## src/rtl/core/tbp_pkg.sv

```systemverilog
// Package for the tilt balance PID block: sequencer states, register map and constants.
// It holds the CORDIC arctangent table in Q16 degrees.
// It depends on nothing.
package tbp_pkg;

  typedef enum logic [3:0] {
    ST_IDLE,
    ST_PREP,
    ST_CORDIC,
    ST_ACC,
    ST_RATE_MUL,
    ST_BASE,
    ST_GYRO_MUL,
    ST_ACC_MUL,
    ST_ANGLE,
    ST_ERR,
    ST_SUM,
    ST_P_MUL,
    ST_I_MUL,
    ST_D_MUL,
    ST_DRIVE,
    ST_DONE
  } state_e;

  typedef enum logic [2:0] {
    REG_TARGET = 3'd0,
    REG_ALPHA  = 3'd1,
    REG_GSTEP  = 3'd2,
    REG_PGAIN  = 3'd3,
    REG_IGAIN  = 3'd4,
    REG_DGAIN  = 3'd5,
    REG_ILIMIT = 3'd6,
    REG_NONE   = 3'd7
  } reg_e;

  localparam int TableLen = 24;
  localparam logic signed [25:0] Ang90 = 26'sd5898240;
  localparam logic signed [23:0] AngleMax = 24'sd46080;
  localparam logic [16:0] GyroDiv = 17'd65535;
  localparam logic signed [9:0] RateOffset = 10'sd250;

  function automatic logic [22:0] atan_q16(input logic [4:0] idx);
    logic [22:0] v;
    case (idx)
      5'd0:  v = 23'd2949120;
      5'd1:  v = 23'd1740967;
      5'd2:  v = 23'd919879;
      5'd3:  v = 23'd466945;
      5'd4:  v = 23'd234379;
      5'd5:  v = 23'd117304;
      5'd6:  v = 23'd58666;
      5'd7:  v = 23'd29335;
      5'd8:  v = 23'd14668;
      5'd9:  v = 23'd7334;
      5'd10: v = 23'd3667;
      5'd11: v = 23'd1833;
      5'd12: v = 23'd917;
      5'd13: v = 23'd458;
      5'd14: v = 23'd229;
      5'd15: v = 23'd115;
      5'd16: v = 23'd57;
      5'd17: v = 23'd29;
      5'd18: v = 23'd14;
      5'd19: v = 23'd7;
      5'd20: v = 23'd4;
      5'd21: v = 23'd2;
      5'd22: v = 23'd1;
      default: v = 23'd0;
    endcase
    return v;
  endfunction

endpackage

```

## src/rtl/core/tilt_balance_pid.sv

```systemverilog
// Top level of the tilt balance PID block: CORDIC tilt, complementary filter and PID drive.
// One shared multiplier and one shift-add CORDIC stage run under a small sequencer.
// It depends on tbp_pkg.
//
//   Channel  | Direction | Payload
//   s_axis   | in        | accel_y, accel_z, gyro_x
//   m_axis   | out       | motor_drive, motor_duty, motor_forward, tilt_angle, heartbeat_led
//   APB      | in/out    | seven gain and setpoint registers at byte address 4*i
//
// Each word runs through pre-rotation, min(CORDIC_STEPS, 24) iterations of the single
// shift-add CORDIC stage, and then the filter, PID and drive states before its result.
// The input is not ready from acceptance until the result is loaded into the output register.
// A result that is not taken stalls the sequencer in its last state only.
// Reset clears the control state, the filter and PID history and the registers to defaults.
module tilt_balance_pid #(
  parameter int CORDIC_STEPS = 16,
  parameter int TOGGLE_TICKS = 200
) (
  input  logic        clk_i,
  input  logic        rst_ni,
  input  logic        s_axis_tvalid,
  output logic        s_axis_tready,
  input  logic [47:0] s_axis_tdata,  // accel_y [15:0], accel_z [31:16], gyro_x [47:32]
  output logic        m_axis_tvalid,
  input  logic        m_axis_tready,
  // motor_drive [8:0], motor_duty [16:9], motor_forward [17], tilt_angle [34:18],
  // heartbeat_led [35], zero [39:36]
  output logic [39:0] m_axis_tdata,
  input  logic        psel,
  input  logic        penable,
  input  logic        pwrite,
  input  logic [4:0]  paddr,
  input  logic [31:0] pwdata,
  output logic [31:0] prdata,
  output logic        pready
);

  localparam int NSteps = (CORDIC_STEPS < tbp_pkg::TableLen) ? CORDIC_STEPS : tbp_pkg::TableLen;
  localparam int CW = $clog2(NSteps);

  tbp_pkg::state_e state_q, state_d;

  logic signed [16:0] target_q;
  logic [16:0] alpha_q;
  logic [15:0] gstep_q;
  logic [17:0] pgain_q, igain_q, dgain_q;
  logic [16:0] ilimit_q;

  logic signed [15:0] ay_q, az_q, gx_q;
  logic signed [26:0] x_q, y_q;
  logic signed [25:0] ang_q;
  logic zero_q;
  logic [CW-1:0] cnt_q;
  logic signed [8:0] rate_q;
  logic signed [16:0] acc_q;
  logic signed [25:0] base_q;
  logic signed [46:0] prod_q;
  logic signed [47:0] accum_q;
  logic signed [16:0] angle_q, last_angle_q;
  logic signed [17:0] err_q, last_err_q, esum_q;
  logic signed [18:0] diff_q;
  logic [7:0] tick_q;
  logic led_q;
  logic [7:0] duty_q;
  logic neg_q;
  logic m_valid_q;
  logic [39:0] m_data_q;

  logic signed [26:0] mul_a;
  logic signed [19:0] mul_b;
  logic signed [46:0] prod_d;
  logic cfg_wr;
  tbp_pkg::reg_e cfg_idx;

  assign pready = 1'b1;
  assign cfg_wr = psel & penable & pwrite;
  assign cfg_idx = tbp_pkg::reg_e'(paddr[4:2]);

  always_ff @(posedge clk_i or negedge rst_ni) begin
    if (!rst_ni) begin
      target_q <= -17'sd10163;
      alpha_q  <= 17'd65103;
      gstep_q  <= 16'd328;
      pgain_q  <= 18'd16640;
      igain_q  <= 18'd358;
      dgain_q  <= 18'd71680;
      ilimit_q <= 17'd76800;
    end else if (cfg_wr) begin
      case (cfg_idx)
        tbp_pkg::REG_TARGET: target_q <= $signed(pwdata[16:0]);
        tbp_pkg::REG_ALPHA:  alpha_q  <= pwdata[16:0];
        tbp_pkg::REG_GSTEP:  gstep_q  <= pwdata[15:0];
        tbp_pkg::REG_PGAIN:  pgain_q  <= pwdata[17:0];
        tbp_pkg::REG_IGAIN:  igain_q  <= pwdata[17:0];
        tbp_pkg::REG_DGAIN:  dgain_q  <= pwdata[17:0];
        tbp_pkg::REG_ILIMIT: ilimit_q <= pwdata[16:0];
        default: ;
      endcase
    end
  end

  always_comb begin
    case (cfg_idx)
      tbp_pkg::REG_TARGET: prdata = {15'd0, target_q};
      tbp_pkg::REG_ALPHA:  prdata = {15'd0, alpha_q};
      tbp_pkg::REG_GSTEP:  prdata = {16'd0, gstep_q};
      tbp_pkg::REG_PGAIN:  prdata = {14'd0, pgain_q};
      tbp_pkg::REG_IGAIN:  prdata = {14'd0, igain_q};
      tbp_pkg::REG_DGAIN:  prdata = {14'd0, dgain_q};
      tbp_pkg::REG_ILIMIT: prdata = {15'd0, ilimit_q};
      default:             prdata = 32'd0;
    endcase
  end

  always_comb begin
    state_d = state_q;
    case (state_q)
      tbp_pkg::ST_IDLE:     if (s_axis_tvalid) state_d = tbp_pkg::ST_PREP;
      tbp_pkg::ST_PREP:     state_d = tbp_pkg::ST_CORDIC;
      tbp_pkg::ST_CORDIC:   if (cnt_q == CW'(NSteps - 1)) state_d = tbp_pkg::ST_ACC;
      tbp_pkg::ST_ACC:      state_d = tbp_pkg::ST_RATE_MUL;
      tbp_pkg::ST_RATE_MUL: state_d = tbp_pkg::ST_BASE;
      tbp_pkg::ST_BASE:     state_d = tbp_pkg::ST_GYRO_MUL;
      tbp_pkg::ST_GYRO_MUL: state_d = tbp_pkg::ST_ACC_MUL;
      tbp_pkg::ST_ACC_MUL:  state_d = tbp_pkg::ST_ANGLE;
      tbp_pkg::ST_ANGLE:    state_d = tbp_pkg::ST_ERR;
      tbp_pkg::ST_ERR:      state_d = tbp_pkg::ST_SUM;
      tbp_pkg::ST_SUM:      state_d = tbp_pkg::ST_P_MUL;
      tbp_pkg::ST_P_MUL:    state_d = tbp_pkg::ST_I_MUL;
      tbp_pkg::ST_I_MUL:    state_d = tbp_pkg::ST_D_MUL;
      tbp_pkg::ST_D_MUL:    state_d = tbp_pkg::ST_DRIVE;
      tbp_pkg::ST_DRIVE:    state_d = tbp_pkg::ST_DONE;
      tbp_pkg::ST_DONE:     if (!m_valid_q || m_axis_tready) state_d = tbp_pkg::ST_IDLE;
      default:              state_d = tbp_pkg::ST_IDLE;
    endcase
  end

  always_comb begin
    s_axis_tready = (state_q == tbp_pkg::ST_IDLE);
    mul_a = '0;
    mul_b = '0;
    case (state_q)
      tbp_pkg::ST_RATE_MUL: begin
        mul_a = {11'd0, gstep_q};
        mul_b = 20'(rate_q);
      end
      tbp_pkg::ST_GYRO_MUL: begin
        mul_a = 27'(base_q);
        mul_b = {3'd0, alpha_q};
      end
      tbp_pkg::ST_ACC_MUL: begin
        mul_a = 27'($signed({acc_q, 8'd0}));
        mul_b = 20'($signed(18'd65536 - {1'b0, alpha_q}));
      end
      tbp_pkg::ST_P_MUL: begin
        mul_a = 27'(err_q);
        mul_b = {2'd0, pgain_q};
      end
      tbp_pkg::ST_I_MUL: begin
        mul_a = 27'(esum_q);
        mul_b = {2'd0, igain_q};
      end
      tbp_pkg::ST_D_MUL: begin
        mul_a = 27'(diff_q);
        mul_b = {2'd0, dgain_q};
      end
      default: ;
    endcase
  end

  assign prod_d = 47'(mul_a) * 47'(mul_b);

  // Pre-rotation, gyro mapping, CORDIC step and the later fixed-point steps.
  logic signed [26:0] xs, ys, dx, dy;
  logic [15:0] gu;
  logic [24:0] gn;
  logic [8:0] gq;
  logic [16:0] grem;
  logic signed [9:0] rate_w;
  logic signed [25:0] atan_w, acc_round;
  logic signed [47:0] s_w, pid_w, mag_w;
  logic signed [23:0] ang_w;
  logic signed [18:0] esum_w, lim_w;
  logic [31:0] drv_w;
  logic [7:0] tick_inc;

  always_comb begin
    xs = 27'($signed({az_q, 8'd0}));
    ys = 27'($signed({ay_q, 8'd0}));
    dx = y_q >>> cnt_q;
    dy = x_q >>> cnt_q;
    atan_w = $signed({3'd0, tbp_pkg::atan_q16(5'(cnt_q))});
    gu = {~gx_q[15], gx_q[14:0]};
    gn = ({9'd0, gu} << 9) - ({9'd0, gu} << 3) - ({9'd0, gu} << 2);
    gq = gn[24:16];
    grem = {1'b0, gn[15:0]} + {8'd0, gq};
    rate_w = $signed({1'b0, gq}) + ((grem >= tbp_pkg::GyroDiv) ? 10'sd1 : 10'sd0)
             - tbp_pkg::RateOffset;
    acc_round = ang_q + 26'sd128;
    s_w = accum_q + 48'(prod_q) + 48'sd8388608;
    ang_w = s_w[47:24];
    esum_w = 19'(esum_q) + 19'(err_q);
    lim_w = $signed({2'd0, ilimit_q});
    pid_w = accum_q + 48'(prod_q);
    mag_w = pid_w[47] ? -pid_w : pid_w;
    drv_w = mag_w[47:16];
    tick_inc = tick_q + 8'd1;
  end

  always_ff @(posedge clk_i or negedge rst_ni) begin
    if (!rst_ni) begin
      state_q      <= tbp_pkg::ST_IDLE;
      cnt_q        <= '0;
      last_angle_q <= '0;
      last_err_q   <= '0;
      esum_q       <= '0;
      tick_q       <= '0;
      led_q        <= 1'b0;
      m_valid_q    <= 1'b0;
    end else begin
      state_q <= state_d;
      if ((state_q == tbp_pkg::ST_DONE) && (!m_valid_q || m_axis_tready)) m_valid_q <= 1'b1;
      else if (m_axis_tready) m_valid_q <= 1'b0;
      case (state_q)
        tbp_pkg::ST_PREP:   cnt_q <= '0;
        tbp_pkg::ST_CORDIC: cnt_q <= cnt_q + CW'(1);
        tbp_pkg::ST_SUM: begin
          if (esum_w > lim_w) esum_q <= 18'(lim_w);
          else if (esum_w < -lim_w) esum_q <= 18'(-lim_w);
          else esum_q <= 18'(esum_w);
          last_err_q   <= err_q;
          last_angle_q <= angle_q;
        end
        tbp_pkg::ST_DRIVE: begin
          if (tick_inc == 8'(TOGGLE_TICKS)) begin
            tick_q <= '0;
            led_q  <= ~led_q;
          end else begin
            tick_q <= tick_inc;
          end
        end
        default: ;
      endcase
    end
  end

  logic [7:0] drive_mag;
  assign drive_mag = duty_q;

  always_ff @(posedge clk_i) begin
    prod_q <= prod_d;
    case (state_q)
      tbp_pkg::ST_IDLE: begin
        ay_q <= $signed(s_axis_tdata[15:0]);
        az_q <= $signed(s_axis_tdata[31:16]);
        gx_q <= $signed(s_axis_tdata[47:32]);
      end
      tbp_pkg::ST_PREP: begin
        zero_q <= (ay_q == 16'sd0) && (az_q == 16'sd0);
        rate_q <= 9'(rate_w);
        if (xs < 0) begin
          if (ys >= 0) begin
            x_q <= ys;
            y_q <= -xs;
            ang_q <= tbp_pkg::Ang90;
          end else begin
            x_q <= -ys;
            y_q <= xs;
            ang_q <= -tbp_pkg::Ang90;
          end
        end else begin
          x_q <= xs;
          y_q <= ys;
          ang_q <= '0;
        end
      end
      tbp_pkg::ST_CORDIC: begin
        if (y_q > 0) begin
          x_q <= x_q + dx;
          y_q <= y_q - dy;
          ang_q <= ang_q + atan_w;
        end else begin
          x_q <= x_q - dx;
          y_q <= y_q + dy;
          ang_q <= ang_q - atan_w;
        end
      end
      tbp_pkg::ST_ACC: acc_q <= zero_q ? 17'sd0 : $signed(acc_round[24:8]);
      tbp_pkg::ST_BASE: base_q <= 26'($signed({last_angle_q, 8'd0})) + prod_q[25:0];
      tbp_pkg::ST_ACC_MUL: accum_q <= 48'(prod_q);
      tbp_pkg::ST_ANGLE: begin
        if (ang_w > tbp_pkg::AngleMax) angle_q <= 17'(tbp_pkg::AngleMax);
        else if (ang_w < -tbp_pkg::AngleMax) angle_q <= 17'(-tbp_pkg::AngleMax);
        else angle_q <= 17'(ang_w);
      end
      tbp_pkg::ST_ERR: err_q <= 18'(angle_q) - 18'(target_q);
      tbp_pkg::ST_SUM: diff_q <= 19'(err_q) - 19'(last_err_q);
      tbp_pkg::ST_I_MUL: accum_q <= 48'(prod_q);
      tbp_pkg::ST_D_MUL: accum_q <= accum_q + 48'(prod_q);
      tbp_pkg::ST_DRIVE: begin
        duty_q <= (drv_w > 32'd255) ? 8'd255 : drv_w[7:0];
        neg_q  <= pid_w[47];
      end
      tbp_pkg::ST_DONE: begin
        if (!m_valid_q || m_axis_tready) begin
          m_data_q <= {4'd0, led_q, angle_q, ~(neg_q && (drive_mag != 8'd0)), drive_mag,
                       neg_q ? 9'(-{1'b0, drive_mag}) : {1'b0, drive_mag}};
        end
      end
      default: ;
    endcase
  end

  assign m_axis_tvalid = m_valid_q;
  assign m_axis_tdata  = m_data_q;

endmodule

```

## config.mk

```make
export PLATFORM = sky130hd
export DESIGN_NAME = tilt_balance_pid
export DESIGN_NICKNAME = d
export VERILOG_FILES = /design/src/rtl/core/tbp_pkg.sv /design/src/rtl/core/tilt_balance_pid.sv
export SDC_FILE = /design/constraint.sdc
export NUM_CORES = 2
export LEC_CHECK = 0
export BUFFER_PORTS_ARGS = -buffer_cell sky130_fd_sc_hd__buf_2
export CAP_MARGIN = 10
export CORE_UTILIZATION = 40
export DETAILED_ROUTE_END_ITERATION = 16
export GPL_TIMING_DRIVEN = 0
export PLACE_DENSITY_LB_ADDON = 0.1
export SETUP_SLACK_MARGIN = 0.1
export SLEW_MARGIN = 40
export SYNTH_ARGS = -nofsm -noshare
export SYNTH_HDL_FRONTEND = slang
export SYNTH_SLANG_ARGS = --single-unit
```

## constraint.sdc

```tcl
create_clock -name clk_i -period 22.7 [get_ports clk_i]
set_input_delay 3.405 -clock clk_i [delete_from_list [all_inputs] [get_ports clk_i]]
set_output_delay 3.405 -clock clk_i [all_outputs]
set_load 0.02 [all_outputs]
```

==> metrics.md <==
| Metric | Value |
|---|---|
| Commonest register cell after synthesis | `edfxtp_1` |
| End point of the critical path | `prod_q[45]$_DFF_P_` |
| Crit path launch type | `flip-flop` |
| Sequential area share after synthesis | `25.5%` |
| Row count | `143` |
| First-pass GRT wire length | `327 mm` |
| Routability cong. | `around 0.96` |
| Register-to-register path setup slack | `10.43 ns` |
| Period utilization | `54.0%` |
| R2R depth | `36` |
| Largest net degree at the start of global routing | `59` |
| Final Hold Fails | `0` |
| Status | `completed` |
| Worst-path clk slew | `0.06 ns` |
| DRC Markers | `0` |
| Ys async rst share | `between 30 and 40%` |
| Yosys warns | `0` |
| 1st-iter DRT viols | `4426` |
| Synthesized area | `61100 um^2` |
| Post-route ant nets | `0` |
| Clk_lat worst skew | `0.72 ns` |
| Final #Nets | `between 8k and 9k` |
| Slowest cell on crit path | `clkbuf_1` |
| Setup TNS | `0 ns` |
| Routed len/inst | `23.9 um` |
| Fill count | `15.0k` |
| Clk sinks | `approximately 570` |
| FF-to-FF End | `prod_q[45]$_DFF_P_` |
| Cell mode on critical path | `fa_1` |
| Overall via count from detail_route | `roughly 50k` |
| Total number of H-tree levels | `3` |
| Die W | `between 300 and 400 um` |
| Critical path class | `flip-flop to flip-flop` |
| Tmin final | `12.27 ns` |
| Reg-to-reg startpoint | `state_q[0]$_DFFE_PN0P_` |
| Count of pins over their slew limit | `0` |
| Clk root buf | `clkbuf_16` |
| Post-synth cell types | `120` |
| CTS buffer count | `73` |
| Maxcap violations | `0` |
| GRT Overall Usage | `28.4%` |
| Crit path max fanout | `10` |
| Detailed placement HPWL | `around 180 mm` |
| Maximum clock insertion buffer count | `3` |
| Final hold slack | `0.473 ns` |
| Vias per cell | `5.64` |
| I/O Buffers | `129` |
| RSZ-0062 raised after global routing | `no` |
| Pre-antenna DRT Iters | `5` |
| I/O pins | `167` |
| Hold_buf cts | `0` |
| WP data arrival | `around 13 ns` |
| PostCTS Resize Cnt | `0` |
| Initial antenna violation count | `3` |
| Yosys top cell by area | `fa_1` |
| Clock skew | `between 0.06 and 0.07 ns` |
| Place WS | `10.60 ns` |
| Post-synth top area share | `between 10% and 20%` |
| Core area | `152000 um^2` |
| Number of setup violations in the final report | `0` |
| Initial Util | `40.3%` |
| Worst setup startpoint | `state_q[0]$_DFFE_PN0P_` |
| Synthesis-to-finish area growth | `11.2%` |
| Actual slew at the worst max-slew pin | `0.945 ns` |
| Hold WC Path Type | `flip-flop to flip-flop` |
| Yosys reg bits | `565` |
| Number of global-route vias before repair | `between 50k and 60k` |
| Min setup slack post-route | `10.43 ns` |
| Worst EP required | `23.28 ns` |
| Die span in y | `approximately 390 um` |
| Synth area leaders | `fa_1 (18%), edfxtp_1 (16%), ha_1 (8.3%)` |
| Crit path largest cell delay | `0.63 ns` |
| Critical Path End Type | `flip-flop` |
| TritonCTS clock tree | `yes` |
| Avg Inst Size Synth | `9.10 um^2` |
| # Post-CTS Setup Buffers | `0` |
| Headroom to the max-slew limit | `37.0%` |
| Final WL | `217 mm` |
| Total grt overflow | `0` |
| Die footprint | `154000 um^2` |
| Syn Inst Count | `6714` |
| Post-synth EDFFs | `326` |
| Layout cell share with drive strength beyond 1 | `10.4%` |
| Fmax | `81.5 MHz` |
==> how the worst min path moves through the flow <==
stage	slack [ns]	cells after the start	start	endpoint
4_1_cts	0.48	1	led_q$_DFFE_PN0P_	led_q$_DFFE_PN0P_
3_3_place_gp	0.45	0	led_q$_DFFE_PN0P_	m_axis_tdata[35]$_DFFE_PP_
5_1_grt	0.50	2	last_angle_q[2]$_DFFE_PN0P_	last_angle_q[2]$_DFFE_PN0P_
2_1_floorplan	0.43	0	angle_q[0]$_SDFFCE_PP0P_	m_axis_tdata[18]$_DFFE_PP_
6_report	0.47	1	led_q$_DFFE_PN0P_	led_q$_DFFE_PN0P_
3_5_place_dp	0.46	0	led_q$_DFFE_PN0P_	m_axis_tdata[35]$_DFFE_PP_
==> stage by stage <==
step	std cells	cell area (um^2)	utilization [%]
after detailed placement	8944	65200	42.9
final	9087	67900	44.8
after floorplan	6731	61200	-
after global placement	8890	64300	42.4
after CTS	9080	67800	44.7
after global routing	9083	67900	44.7
==> state kept, by name (all words and copies together) (netlist names), 17 cells and up <==
| register | count |
|---|---|
| acc_q | 17 |
| accum_q | 48 |
| alpha_q | 17 |
| ang_q | 25 |
| angle_q | 17 |
| base_q | 26 |
| dgain_q | 18 |
| diff_q | 19 |
| err_q | 18 |
| esum_q | 18 |
| igain_q | 18 |
| ilimit_q | 17 |
| last_angle_q | 17 |
| last_err_q | 18 |
| m_axis_tdata | 35 |
| pgain_q | 18 |
| prod_q | 47 |
| target_q | 17 |
| x_q | 27 |
| y_q | 27 |
==> logic make-up (layout without fill, tap and decap cells) <==
kind of cell	Yosys count	after routing	share of synthesized area, %
compound gates	1279	1279	13.7
other cells	2	23	0.0123
buf+inv	1132	1454	7.17
mux	266	266	5.89
simple gates	2151	2151	16.1
fa+ha+maj	956	956	26.4
flops	565	565	25.5
xor+xnor	363	363	5.27
==> synth_stat cells (35+ instances only) <==
cell type  count
mux2i_1       76
o211ai_1      46
a21o_1        88
nor4_1        37
xnor2_1      226
and2_1        67
clkbuf_1     223
dfxtp_1       47
o31ai_1       37
mux2_2       128
nor2_1       597
mux4_2        62
nor3_1       120
nand2b_1      38
dfstp_2       38
or3_1         35
a22oi_1       60
xor2_1       133
edfxtp_1     326
dfrtp_1      154
nand4_1       58
nor2b_1       58
nand3_1      147
o21ai_0      344
a21oi_1      301
and3_1        61
ha_1         404
o21a_1        55
nand2_1      832
fa_1         552
inv_1        820
==> layout make-up <==
| class | instances | area [um^2] | area share [%] |
|---|---|---|---|
| Sequential cell | 565 | 15600 | 22.9 |
| Clock inverter | 42 | 602 | 0.886 |
| Buffer | 303 | 1300 | 1.91 |
| Clock buffer | 94 | 2080 | 3.07 |
| Timing Repair Buffer | 186 | 1220 | 1.79 |
| Tap cell | 2030 | 2540 | 3.74 |
| Inverter | 829 | 3120 | 4.59 |
| Antenna cell | 4 | 10.0 | 0.0147 |
| Multi-Input combinational cell | 5034 | 41500 | 61.1 |
==> layout by cell type (no fill, tap or decap), types with 41 or more instances in the layout <==
cell / n
a21o_1: 88
a21oi_1: 300
a22oi_1: 60
and2_1: 66
and3_1: 61
buf_2: 180
buf_4: 41
clkbuf_1: 216
clkbuf_16: 78
dfrtp_1: 154
dfxtp_1: 47
edfxtp_1: 326
fa_1: 551
ha_1: 404
inv_1: 818
mux2_2: 128
mux2i_1: 76
mux4_2: 62
nand2_1: 832
nand3_1: 145
nand4_1: 58
nor2_1: 588
nor2b_1: 57
nor3_1: 113
o211ai_1: 46
o21a_1: 55
o21ai_0: 344
xnor2_1: 224
xor2_1: 132
==> critical path, delay by kind of cell (launching register included) <==
kind	cells	cell delay [ns]
flip-flops	1	0.36
AND/OR/NAND/NOR	8	2.21
buffers and inverters	9	2.48
XOR/XNOR	1	0.30
AO/OA/AOI/OAI	10	2.64
adder cells (fa/ha/maj)	8	4.12
==> metal layers <==
layer / global-route usage [%] / wire, um
met2: 45.0 / 98500
met3: 4.26 / 13600
met1: 39.6 / 97600
met5: 0 / 13
met4: 9.20 / 7670
Power is not shown: default switching activity piles up to over one toggle a cycle in this logic, so the estimate is an artifact.
